File: src/rtl/itoa_pkg.sv
// ----------------------------------------------------------------------------
// itoa_pkg
// shared widths, constants and helpers for the radix integer-to-ascii block
// ----------------------------------------------------------------------------
package itoa_pkg;

  localparam int VALUE_W    = 64;
  localparam int RADIX_W    = 6;
  localparam int CHAR_W     = 7;
  localparam int DIGIT_W    = 6;
  localparam int MAX_DIGITS = 64;
  localparam int IDX_W      = $clog2(MAX_DIGITS);
  localparam int CNT_W      = $clog2(MAX_DIGITS + 1);
  localparam int STEP_W     = $clog2(VALUE_W);

  localparam logic [RADIX_W-1:0] RADIX_MIN     = RADIX_W'(2);
  localparam logic [RADIX_W-1:0] RADIX_MAX     = RADIX_W'(36);
  localparam logic [DIGIT_W-1:0] DECIMAL_LIMIT = DIGIT_W'(10);
  localparam logic [CHAR_W-1:0]  CHAR_ZERO     = CHAR_W'(48);
  localparam logic [CHAR_W-1:0]  CHAR_LETTER   = CHAR_W'(55);

  // controller to datapath
  typedef struct packed {
    logic load;
    logic step;
    logic store;
    logic rd_mem;
  } itoa_cmd_t;

  // datapath to controller
  typedef struct packed {
    logic step_done;
    logic conv_done;
    logic last;
  } itoa_sts_t;

  function automatic logic [RADIX_W-1:0] clamp_radix(input logic [RADIX_W-1:0] r);
    logic [RADIX_W-1:0] res;
    if (r < RADIX_MIN) begin
      res = RADIX_MIN;
    end else if (r > RADIX_MAX) begin
      res = RADIX_MAX;
    end else begin
      res = r;
    end
    return res;
  endfunction

  function automatic logic [CHAR_W-1:0] digit_to_ascii(input logic [DIGIT_W-1:0] d);
    logic [CHAR_W-1:0] res;
    if (d < DECIMAL_LIMIT) begin
      res = CHAR_W'(d) + CHAR_ZERO;
    end else begin
      res = CHAR_W'(d) + CHAR_LETTER;
    end
    return res;
  endfunction

endpackage

File: src/rtl/itoa_if.sv
// ----------------------------------------------------------------------------
// itoa channel interfaces
// valid/ready channels for the number input and the character output
// ----------------------------------------------------------------------------
interface itoa_num_if import itoa_pkg::*; ();
  logic               valid;
  logic               ready;
  logic [VALUE_W-1:0] value;
  logic [RADIX_W-1:0] radix;

  modport source (output valid, value, radix, input ready);
  modport sink   (input valid, value, radix, output ready);
endinterface

interface itoa_char_if import itoa_pkg::*; ();
  logic              valid;
  logic              ready;
  logic [CHAR_W-1:0] digit_char;
  logic              last;

  modport source (output valid, digit_char, last, input ready);
  modport sink   (input valid, digit_char, last, output ready);
endinterface

File: src/rtl/radix_integer_to_ascii.sv
// per digit the divider runs in the divide state and the digit is written in the store state,
// then each is read and shown, a beat held until out_ready; worst case 64 digits
// the 64-step shift-subtract divider, one quotient bit per cycle, sets the rate
// one item at a time; the next value is taken after the last beat goes out
// rst is synchronous, active high, and returns the block to idle
// ----------------------------------------------------------------------------
// radix_integer_to_ascii
// converts an unsigned 64-bit value to ascii digits in radix 2 to 36,
// one character per beat, most significant digit first, last flag on the end
// ----------------------------------------------------------------------------
module radix_integer_to_ascii import itoa_pkg::*; (
  input logic         clk,
  input logic         rst,
  itoa_num_if.sink    num,
  itoa_char_if.source chars
);

  // command and status between sequencer and datapath
  itoa_cmd_t cmd;
  itoa_sts_t sts;

  // sequencer: idle, divide, store digit, read digit, present beat
  itoa_ctrl u_ctrl (
    .clk       (clk),
    .rst       (rst),
    .in_valid  (num.valid),
    .in_ready  (num.ready),
    .out_valid (chars.valid),
    .out_ready (chars.ready),
    .sts       (sts),
    .cmd       (cmd)
  );

  // datapath: divider, digit store, output register
  itoa_dp u_dp (
    .clk        (clk),
    .rst        (rst),
    .cmd        (cmd),
    .value      (num.value),
    .radix_in   (num.radix),
    .sts        (sts),
    .digit_char (chars.digit_char),
    .last       (chars.last)
  );

  // a value is never taken while a conversion is in flight
  a_busy_after_accept: assert property (@(posedge clk) disable iff (rst)
    (num.valid && num.ready) |=> !num.ready)
    else $error("input accepted while busy");

  // after the final beat the block is idle again
  a_idle_after_last: assert property (@(posedge clk) disable iff (rst)
    (chars.valid && chars.ready && chars.last) |=> (num.ready && !chars.valid))
    else $error("not idle after final beat");

  // no character is presented while the block waits for input
  a_no_output_when_idle: assert property (@(posedge clk) disable iff (rst)
    num.ready |-> !chars.valid)
    else $error("output valid while idle");

endmodule

File: src/rtl/itoa_ctrl.sv
// ----------------------------------------------------------------------------
// itoa_ctrl
// sequencer: accept, divide digit by digit, then read digits out msd first
// ----------------------------------------------------------------------------
module itoa_ctrl import itoa_pkg::*; (
  input  logic      clk,
  input  logic      rst,
  input  logic      in_valid,
  output logic      in_ready,
  output logic      out_valid,
  input  logic      out_ready,
  input  itoa_sts_t sts,
  output itoa_cmd_t cmd
);

  typedef enum logic [4:0] {
    S_IDLE  = 5'b00001,
    S_DIV   = 5'b00010,
    S_STORE = 5'b00100,
    S_READ  = 5'b01000,
    S_SHOW  = 5'b10000
  } state_t;

  state_t state, state_next;

  always_ff @(posedge clk) begin
    if (rst) begin
      state <= S_IDLE;
    end else begin
      state <= state_next;
    end
  end

  always_comb begin
    state_next = state;
    cmd        = '0;
    in_ready   = 1'b0;
    out_valid  = 1'b0;
    unique case (state)
      S_IDLE: begin
        in_ready = 1'b1;
        if (in_valid) begin
          cmd.load   = 1'b1;
          state_next = S_DIV;
        end
      end
      S_DIV: begin
        cmd.step = 1'b1;
        if (sts.step_done) begin
          state_next = S_STORE;
        end
      end
      S_STORE: begin
        cmd.store  = 1'b1;
        state_next = sts.conv_done ? S_READ : S_DIV;
      end
      S_READ: begin
        cmd.rd_mem = 1'b1;
        state_next = S_SHOW;
      end
      S_SHOW: begin
        out_valid = 1'b1;
        if (out_ready) begin
          state_next = sts.last ? S_IDLE : S_READ;
        end
      end
      default: begin
        state_next = S_IDLE;
      end
    endcase
  end

endmodule

File: src/rtl/itoa_dp.sv
// ----------------------------------------------------------------------------
// itoa_dp
// shift-subtract divider, digit store and output character register
// ----------------------------------------------------------------------------
module itoa_dp import itoa_pkg::*; (
  input  logic               clk,
  input  logic               rst,
  input  itoa_cmd_t          cmd,
  input  logic [VALUE_W-1:0] value,
  input  logic [RADIX_W-1:0] radix_in,
  output itoa_sts_t          sts,
  output logic [CHAR_W-1:0]  digit_char,
  output logic               last
);

  logic [VALUE_W-1:0] quotient;
  logic [DIGIT_W-1:0] rem;
  logic [RADIX_W-1:0] radix;
  logic [STEP_W-1:0]  step;
  logic [CNT_W-1:0]   count;
  logic [IDX_W-1:0]   rd_ptr;
  logic               last_q;
  logic [DIGIT_W-1:0] rd_data;
  logic [DIGIT_W-1:0] digit_store [MAX_DIGITS];

  // one restoring division step
  logic [DIGIT_W:0]   trial;
  logic               ge;
  logic [DIGIT_W-1:0] rem_next;

  assign trial    = {rem, quotient[VALUE_W-1]};
  assign ge       = trial >= {1'b0, radix};
  assign rem_next = ge ? DIGIT_W'(trial - {1'b0, radix}) : DIGIT_W'(trial);

  always_ff @(posedge clk) begin
    if (rst) begin
      quotient <= '0;
      rem      <= '0;
      radix    <= RADIX_MIN;
      step     <= '0;
      count    <= '0;
      last_q   <= 1'b0;
    end else begin
      if (cmd.load) begin
        quotient <= value;
        radix    <= clamp_radix(radix_in);
        rem      <= '0;
        step     <= '0;
        count    <= '0;
      end
      if (cmd.step) begin
        quotient <= {quotient[VALUE_W-2:0], ge};
        rem      <= rem_next;
        step     <= step + STEP_W'(1);
      end
      if (cmd.store) begin
        count <= count + CNT_W'(1);
        rem   <= '0;
        step  <= '0;
      end
      if (cmd.rd_mem) begin
        last_q <= (rd_ptr == '0);
      end
    end
  end

  // read pointer walks down from the most significant digit
  always_ff @(posedge clk) begin
    if (cmd.store) begin
      rd_ptr <= count[IDX_W-1:0];
    end else if (cmd.rd_mem) begin
      rd_ptr <= rd_ptr - IDX_W'(1);
    end
  end

  // digit store
  always_ff @(posedge clk) begin
    if (cmd.store) begin
      digit_store[count[IDX_W-1:0]] <= rem;
    end
    if (cmd.rd_mem) begin
      rd_data <= digit_store[rd_ptr];
    end
  end

  assign sts.step_done = (step == STEP_W'(VALUE_W - 1));
  assign sts.conv_done = (quotient == '0) || (count == CNT_W'(MAX_DIGITS - 1));
  assign sts.last      = last_q;
  assign digit_char    = digit_to_ascii(rd_data);
  assign last          = last_q;

  a_rem_below_radix: assert property (@(posedge clk) disable iff (rst)
    rem < radix)
    else $error("partial remainder not below radix");

  a_radix_range: assert property (@(posedge clk) disable iff (rst)
    (radix >= RADIX_MIN) && (radix <= RADIX_MAX))
    else $error("held radix out of range");

  a_count_bound: assert property (@(posedge clk) disable iff (rst)
    cmd.store |-> (count < CNT_W'(MAX_DIGITS)))
    else $error("digit store overflow");

endmodule
File: src/flat_wrapper.sv
// flat-port wrapper written by rule: the top's interface ports become plain ports
module radix_integer_to_ascii_flat import itoa_pkg::*;
  (clk, rst, num_valid, num_value, num_radix, num_ready, chars_valid, chars_digit_char, chars_last, chars_ready);
  itoa_num_if num_i ();
  itoa_char_if chars_i ();
  input logic clk;
  input logic rst;
  input wire logic [$bits(num_i.valid)-1:0] num_valid;
  input wire logic [$bits(num_i.value)-1:0] num_value;
  input wire logic [$bits(num_i.radix)-1:0] num_radix;
  output wire logic [$bits(num_i.ready)-1:0] num_ready;
  output wire logic [$bits(chars_i.valid)-1:0] chars_valid;
  output wire logic [$bits(chars_i.digit_char)-1:0] chars_digit_char;
  output wire logic [$bits(chars_i.last)-1:0] chars_last;
  input wire logic [$bits(chars_i.ready)-1:0] chars_ready;
  assign num_i.valid = num_valid;
  assign num_i.value = num_value;
  assign num_i.radix = num_radix;
  assign num_ready = num_i.ready;
  assign chars_valid = chars_i.valid;
  assign chars_digit_char = chars_i.digit_char;
  assign chars_last = chars_i.last;
  assign chars_i.ready = chars_ready;
  radix_integer_to_ascii u_core (.clk(clk), .rst(rst), .num(num_i), .chars(chars_i));
endmodule
File: config.mk
export PLATFORM = sky130hd
export DESIGN_NAME = radix_integer_to_ascii_flat
export DESIGN_NICKNAME = d
export VERILOG_FILES = /design/src/rtl/itoa_pkg.sv /design/src/rtl/itoa_if.sv /design/src/rtl/radix_integer_to_ascii.sv /design/src/rtl/itoa_ctrl.sv /design/src/rtl/itoa_dp.sv /design/src/flat_wrapper.sv
export SDC_FILE = /design/constraint.sdc
export NUM_CORES = 1
export LEC_CHECK = 0
export ABC_AREA = 1
export BUFFER_PORTS_ARGS = -buffer_cell sky130_fd_sc_hd__buf_2
export CAP_MARGIN = 20
export CORE_UTILIZATION = 35
export DETAILED_ROUTE_END_ITERATION = 10
export GPL_TIMING_DRIVEN = 0
export PLACE_DENSITY_LB_ADDON = 0.12
export REMOVE_ABC_BUFFERS = 1
export SLEW_MARGIN = 20
export SYNTH_ARGS = -nofsm -noshare
export SYNTH_HDL_FRONTEND = slang
export SYNTH_SLANG_ARGS = --single-unit
File: constraint.sdc
create_clock -name clk -period 2.71 [get_ports clk]
set_clock_uncertainty 0.2 [all_clocks]
set_input_delay 0.1355 -clock clk [delete_from_list [all_inputs] [get_ports clk]]
set_output_delay 0.1355 -clock clk [all_outputs]
set_load 0.02 [all_outputs]
Yosys cells after proc, flatten, opt, wreduce, memory -nomap -nowiden
Memories as Yosys holds them, arrays and structs flattened. A register that Yosys moved wholly into a read port is not among the register bits.
Cells that the tools add are included.
{"block": "classes", "addsub": 6, "magnitude_cmp": 4, "n_eq_ne": 10, "mux": 28, "n_reduce_logical": 8}
{"op": "64-bit 2-to-1 mux", "n": 2}
{"op": "64-bit logical NOT", "n": 1}
{"op": "6-bit 2-to-1 mux", "n": 8}
{"op": "5-bit case mux with 5 select lines", "n": 1}
{"op": "7-bit 2-to-1 mux", "n": 3}
{"op": "5-bit 2-to-1 mux", "n": 3}
{"op": "6-bit by 6-bit adder with 7-bit output (second input constant)", "n": 2}
{"op": "1-bit 2-to-1 mux", "n": 9}
{"op": "4-bit 2-to-1 mux", "n": 2}
{"op": "7-bit by 1-bit adder with 7-bit output (second input constant)", "n": 1}
{"op": "7-bit by 6-bit == test with 1-bit output (second input constant)", "n": 1}
{"op": "7-bit by 6-bit >= comparator with 1-bit output", "n": 1}
{"op": "6-bit by 1-bit adder with 6-bit output (second input constant)", "n": 1}
{"op": "6-bit == test (second input constant)", "n": 1}
{"op": "6-bit > comparator (second input constant)", "n": 1}
{"op": "6-bit logical NOT", "n": 1}
{"op": "6-bit by 2-bit less-than comparator with 1-bit output (second input constant)", "n": 1}
{"op": "6-bit by 4-bit less-than comparator with 1-bit output (second input constant)", "n": 1}
{"op": "2-bit nonzero test", "n": 3}
{"op": "6-bit by 1-bit subtractor with 6-bit output (second input constant)", "n": 1}
{"op": "6-bit subtractor", "n": 1}
{"op": "5-bit by 1-bit == test with 1-bit output (second input constant)", "n": 1}
{"op": "5-bit by 2-bit == test with 1-bit output (second input constant)", "n": 1}
{"op": "5-bit by 3-bit == test with 1-bit output (second input constant)", "n": 1}
{"op": "7 further kinds", "n": 8}
{"block": "word_totals", "ff_bits": 101, "mem_bits_rw": 384, "input_bits": 74, "word_cells": 65, "memories": 1}
{"name": "u_core.u_dp.digit_store", "words": 64, "width": 6, "rd": 1, "rd_ports_with_merged_regs": 1, "wr": 1, "line": "itoa_dp.sv:24", "source": "logic [DIGIT_W-1:0] digit_store [MAX_DIGITS];"}

Logic depth before layout (Yosys ltp)
Gate-level depths: netlist of the first run.
{"block": "logic_depth", "ltp_word": 4, "depth_mapped": 13}

Cells and area by module
A second synthesis of the first run with hierarchy kept.
{"block": "unflattened", "hier_cells": 2371, "hier_area_um2": 22376.5}
{"module": "itoa_dp", "instances": 1, "cells_each": 2314, "area_each_um2": 22028.6, "seq_area_each_um2": 13693.1}
{"module": "itoa_ctrl", "instances": 1, "cells_each": 57, "area_each_um2": 347.8, "seq_area_each_um2": 100.1}

Worst setup path after synthesis of the first run
OpenSTA, ideal clock, no wires.
{"block": "synth_timing", "path_kind": "register to register", "from": "reg u_core.u_dp.rem[3]", "to": "reg u_core.u_dp.rem[3]", "setup_time_ns": 0.070, "arrival_time_ns": 2.501, "path_slack_ns": -0.061, "stages_incl_launch_ff": 9, "n_path_buf": 0, "synth_period_minus_slack_ns": 2.771, "cell_sequence": "dfxtp_1 -> ha_1 -> a21oi_1 -> o21ai_0 -> nor2_1 -> nand2_1 -> nand2_1 -> nand3_1 -> a21oi_1"}
{"block": "synth_between", "elab_chain_len": 3}
{"element": "from (decl)", "line": "itoa_dp.sv:17", "source": "logic [DIGIT_W-1:0] rem;"}
{"element": "from (signal assigned)", "line": "itoa_dp.sv:53", "source": "rem <= rem_next;"}
{"element": "7-bit by 6-bit >= comparator with 1-bit output", "line": "itoa_dp.sv:32", "source": "assign ge = trial >= {1'b0, radix};"}
{"element": "6-bit 2-to-1 mux", "line": "itoa_dp.sv:33", "source": "assign rem_next = ge ? DIGIT_W'(trial - {1'b0, radix}) : DIGIT_W'(trial);"}
{"element": "6-bit 2-to-1 mux", "line": "itoa_dp.sv:51", "source": "if (cmd.step) begin"}
Every way passes these cells.
A chain may end at the register's enable or synchronous reset.

==> results of run 1 <==
## power by group
part	switching (mW)	internal, mW
logic	1.33	0.770
registers	0.299	8.51
clock network	2.96	4.20
## cell usage after synthesis, drive strengths merged (2+ instances only)
cell type    n  area (um2)
nor3        34       181.4
o211ai      35       262.8
o221ai      33       289.0
a21oi       39       195.2
xnor2        2       17.52
xor2         9       78.83
nor2       479        1821
edfxtp     396       11890
nand4       10       68.81
buf         53       282.8
clkbuf      59       221.5
nand3b      12       90.09
o21ai      241        1206
ha          13       162.7
inv         86       322.8
dfxtp       95        1902
a211oi       2       20.02
nand3       93       465.5
nand2      218       823.3
o22ai       39       244.0
and3         2       12.51
a31oi        7       43.79
nor4         2       12.51
or2          2       12.51
## worst reg2reg max path, stage by stage, from the launching register on
cell	delay, ns
edfxtp_1	0.72
buf_8	0.31
nor2_4	0.64
nand2_1	0.12
nand2_1	0.08
nand3b_1	0.18
nand3_2	0.13
nand2_1	0.11
## kinds of logic (layout without fill, tap and decap cells)
logic type / after synthesis / after routing / synth area share (%)
flops: 491 / 491 / 66.68
simple gates: 852 / 853 / 16.86
other cells: 0 / 1 / 0
fa+ha+maj: 14 / 14 / 0.8832
buf+inv: 199 / 404 / 4.022
xor+xnor: 11 / 11 / 0.4658
compound gates: 400 / 400 / 11.09
## worst max-delay path by stage
stage	endpoint	depth (start not counted)
final	u_core.u_dp.rd_data[4]	7
after floorplan	u_core.u_dp.rd_data[4]	10
after CTS	u_core.u_dp.rd_data[3]	11
after detailed placement	u_core.u_dp.digit_store[21][1]	7
after global routing	chars_digit_char[4]	9
after global placement	u_core.u_dp.rd_data[4]	10
## registers in the layout, summed over array words and instances (netlist names)
register	cells
u_core.u_ctrl.state	5
u_core.u_dp.count	7
u_core.u_dp.digit_store	384
u_core.u_dp.last	1
u_core.u_dp.quotient	64
u_core.u_dp.radix	6
u_core.u_dp.rd_data	6
u_core.u_dp.rd_ptr	6
u_core.u_dp.rem	6
u_core.u_dp.step	6
## per-stage QoR
stage	hold WS, ns	util (%)	std cells	cell area (um2)
2_1_floorplan	0.004566	-	1855	20180
3_3_place_gp	0.2176	37.14	2703	21550
3_5_place_dp	0.2177	38.41	2737	22290
4_1_cts	0.1285	44.23	2925	25660
5_1_grt	0.1577	44.61	2938	25880
6_report	0.1588	44.61	2939	25890
## what timing repair did
action,in CTS,in global routing
gates resized for setup,158,20
pin swaps,12,10
buffers inserted,17,9
cloned,6,5
hold buffers,74,0
hold endpoints to repair,81,0
endpoints found under the setup margin,436,27
## routing by layer
metal	GRT usage, %	part of all wire [%]	wire, um	vias to the layer above
met3	3.029	4.7	2765	85
met4	4.853	2.2	1267	0
met5	0	0	0	-
met1	25.63	45	26140	7318
met2	31.96	48	28290	373
li1	-	-	-	7287
## final cells by class
class                      instances  area [um2]
antenna                            1       2.502
clock inverter                    22       240.2
inverter                          87       365.4
clock buffer                      70        1446
fill                            5380       32140
multi-input combinational       1278        6724
tap                              765       957.2
timing repair inverter             2       22.52
sequential                       491       13820
timing repair buffer             223        2313
==> results_dict.tcl, run 1 <==
set metrics [dict create \
    status "completed" \
    die-height_um 245.1 \
    dieArea_mm2 0.06008 \
    cts_max_level 2 \
    slew-limit-headroom_pct 31.33 \
    overflow 0 \
    drive_gt1_share_pct 15.55 \
    gp_congestion 0.8086 \
    end_kind "flip-flop" \
    pre_cts_ws_ns -0.9817 \
    cts_tree "yes" \
    cpLargestDelayFamily "simple AND/OR/NAND/NOR gates" \
    area_growth_pct 25.15 \
    ys.flop_type "edfxtp_1" \
    r2r-start "u_core.u_dp.rd_ptr[3]" \
    clock-root-buffer "clkbuf_16" \
    path_buf_inv 1 \
    setup_ws_ns 0.07040 \
    yosys_warnings 0 \
    cp.required_ns 2.97 \
    drtIter0Drc 959 \
    clock_path_buffers 3 \
    maxCapViolations 0 \
    worst_pin_slew_ns 1.027 \
    fin_setup_tns_ns 0 \
    crit_chain "buf_8, nor2_4, nand2_1, nand2_1, nand3b_1, nand3_2, nand2_1" \
    finalSetupViolCount 0 \
    hold_end "u_core.u_dp.quotient[34]" \
    worst_r2r_path_depth 7 \
    core-area_mm2 0.05803 \
    cts.sinks 491 \
    detail_route.wl_per_cell_um 19.89 \
    via_per_inst 5.125 \
    synth_edf_count 396 \
    total_power_mw 18.07 \
    cts_buffers 53 \
    synth_area_mm2 0.02068 \
    fin_crit_ns 2.640 \
    initial_core_util_pct 35.65 \
    first_pass_iters 5 \
    holdPathStages 4 \
    synth_cell_types 41 \
    via_count 15063 \
    crit_slowest_cell "edfxtp_1" \
    p_leak_nw 8.603 \
    remaining_drc_errors 0 \
    hold_class "primary input to flip-flop" \
    insertion_delay_ns 0.61 \
    timing.fmax_mhz 378.8 \
    nets 2224 \
    criticalPathCategory "flip-flop to flip-flop" \
    io_buffer_count 83 \
    layout.cells.most_common_list "nor2_1 (406), edfxtp_1 (396), o21ai_0 (228)" \
    antenna_found_initial 0 \
    grt_pass1_wl_um 88070 \
    wl_um 58460 \
    start_kind "flip-flop" \
    final_common_cell "nor2_1" \
    hold_viol 0 \
    ys_seq_area_share_pct 66.68 \
    async_flop_share_pct 0 \
    grt_pass1_vias 14572 \
    fp.dieW_um 245.1 \
    cp_data_arrival_time_ns 2.90 \
    power_per_cell_area_mw_per_mm2 698.0 \
    slowest_delay_ns 0.72 \
    clk_pin_slew_ns 0.06 \
    rsz0062_at_grt "yes" \
    track_usage_pct 19.07 \
    vdd_ir_drop_max_mv 0.5294 \
    timing.final.crit_share_pct 97.40 \
    synth-seq-cells 491 \
    place.detailed.hpwl_um 33660 \
    avgSynthCellArea_um2 10.52 \
    ant_nets 0 \
    regToRegSetupSlack_ns 0.07 \
    slew_violations 0 \
    grt_max_degree 73 \
    path_max_fanout 26 \
    critPathLaunch "u_core.u_dp.rd_ptr[3]" \
    synthCells 1967 \
    cpMostUsedCell "nand2_1" \
    hold_start "num_value[34]" \
    r2r_end "u_core.u_dp.rd_data[4]" \
    ios 84 \
    placementRows 88 \
]
Note: power is estimated with default switching activity, not from simulation.
==> inputs of run 2 (changes only) <==
CORE_UTILIZATION = 40   (was 35)
SLEW_MARGIN = not set   (was 20)
clock period = 2.9 ns   (was 2.71 ns; I/O delays follow)
==> run 2 against run 1 <==
Register-to-register slack improved by 0.10 ns. Routed wire length is 8.6% lower. Largest cell class unchanged. Sequential power fell by 6.4%. First-iteration DRC count decreased by 3.2%. Utilization rose by 5.7 points. Maximum frequency decreased by 3.2%. Final cell count shrank 3.3%. Power down 5.9%. Via count fell by 0.69%. Non-clock buffer count is 8 lower.
==> results_dict.tcl, run 2 (same netlist as run 1, synthesis figures left out) <==
set metrics [dict create \
    clkPwrFrac_pct 40.0 \
    fin_crit_ns 2.727 \
    pre_cts_ws_ns -0.7067 \
    rsz0062_at_grt "no" \
    nets 2213 \
    crit_slowest_cell "edfxtp_1" \
    crit_chain "buf_8, buf_16, inv_12, buf_16, nor2_1, o22ai_1, nand2_1, nand2_1, nand3b_1, nand3_1, nand2_1" \
    cpMostUsedCell "nand2_1" \
    vdd_ir_drop_max_mv 0.4229 \
    timing.fmax_mhz 366.7 \
    fp.dieW_um 229.4 \
    clock-root-buffer "clkbuf_16" \
    path_max_fanout 80 \
    comb_power_share_pct 11.5 \
    cp_data_arrival_time_ns 2.99 \
    clock_path_buffers 3 \
    detail_route.wl_per_cell_um 18.80 \
    ant_nets 0 \
    cp.required_ns 3.16 \
    dieArea_mm2 0.05262 \
    timing.final.crit_share_pct 94.04 \
    area_growth_pct 22.96 \
    grt_pass1_wl_um 83310 \
    status "completed" \
    wl_um 53440 \
    worst_pin_slew_ns 1.028 \
    place.detailed.hpwl_um 32680 \
    slew-limit-headroom_pct 31.10 \
    insertion_delay_ns 0.60 \
    power.switching_mw 4.247 \
    cts_buffers 53 \
    criticalPathCategory "flip-flop to flip-flop" \
    end_kind "flip-flop" \
    hold_viol 0 \
    hold_class "primary input to flip-flop" \
    drive_gt1_share_pct 14.33 \
    largest_reg_flops 384 \
    io_buffer_count 83 \
    placementRows 82 \
    slew_violations 0 \
    cts_max_level 2 \
    via_count 14959 \
    slowest_delay_ns 0.50 \
    final_common_cell "nor2_1" \
    p_leak_nw 8.466 \
    setup_ws_ns 0.1730 \
    overflow 0 \
    gp_congestion 0.8397 \
    remaining_drc_errors 0 \
    die-height_um 229.4 \
    regArea_mm2 0.01381 \
    core-area_mm2 0.05058 \
    clk_pin_slew_ns 0.06 \
    first_pass_iters 5 \
    finalSetupViolCount 0 \
    initial_core_util_pct 40.89 \
    p_seq_share_pct 48.5 \
    start_kind "flip-flop" \
    maxCapViolations 0 \
    track_usage_pct 20.31 \
    fillers 4523 \
    grt_max_degree 96 \
    cell_internal_pwr_mw 12.75 \
    swShare_pct 24.99 \
    antenna_found_initial 0 \
    insertedDiodeCount 0 \
    multi_input_comb_area_mm2 0.006516 \
    fin_util_pct 50.28 \
    via_per_inst 5.264 \
    power_per_cell_area_mw_per_mm2 668.2 \
    cts.sinks 491 \
    cts_tree "yes" \
    grt_pass1_vias 14470 \
    drtIter0Drc 928 \
    ios 84 \
    layout.cells.most_common_list "nor2_1 (407), edfxtp_1 (396), o21ai_0 (240)" \
]
[run 2: metrics by stage]
stage	cell area [um2]	setup TNS [ns]	std cells	total power [mW]	hold slack [ns]
final	25430	0	2842	17.00	0.1799
after global routing	25430	0	2842	17.73	0.1886
after CTS	25150	-7.698	2832	17.11	0.1468
after detailed placement	22190	-166.10	2641	10.19	0.2281
after global placement	21440	-345.93	2610	10.09	0.2241
after floorplan	20180	-44.93	1855	9.555	0.01407
[run 2: layout make-up]
class / instances / area share (%)
Clock inverter: 32 / 1.112
Tap cell: 672 / 3.306
Timing Repair Buffer: 215 / 8.516
Clock buffer: 68 / 5.805
Sequential cell: 491 / 54.28
Inverter: 87 / 1.358
Multi-Input combinational cell: 1277 / 25.62
[run 2: critical path: cells and delay by family (launching register included)]
family          cells  cell delay [ns]
compound gates      1             0.23
buf+inv             4             0.91
flops               1             0.50
simple gates        6             0.67
[run 2: worst paths after layout]
path                              end  slack (ns)  depth (start not counted)                  start
max            u_core.u_dp.rd_data[0]        0.17                         11  u_core.u_dp.rd_ptr[0]
min          u_core.u_dp.quotient[31]        0.18                          4          num_value[31]
max reg2reg    u_core.u_dp.rd_data[0]        0.17                         11  u_core.u_dp.rd_ptr[0]
min reg2reg      u_core.u_dp.count[6]        0.27                          2   u_core.u_dp.count[6]
[run 2: layer usage]
metal	global-route usage [%]	vias to the layer above	wire length, um	part of all wire [%]
li1	-	7273	-	-
met1	27.37	7196	23710	44
met2	32.82	410	25160	47
met3	3.100	80	2778	5.2
met4	8.063	0	1794	3.4
met5	0	-	0	0
[run 2: repair_timing]
action	4_1_cts	5_1_grt
hold buffers	88	0
endpoints found under the hold margin	81	0
endpoints found under the setup margin	407	408
gates resized for setup	94	30
gates cloned	0	1
setup buffers	3	9
pin swaps	0	1
[run 2: power by group through the flow]
stage          clock [mW]  sequential (mW)  combinational (mW)
2_1_floorplan           0             8.34                1.22
3_3_place_gp            0             8.46                1.63
3_5_place_dp            0             8.40                1.80
4_1_cts              6.93             8.25                1.94
5_1_grt              7.20             8.29                2.24
6_report             6.79             8.25                1.96
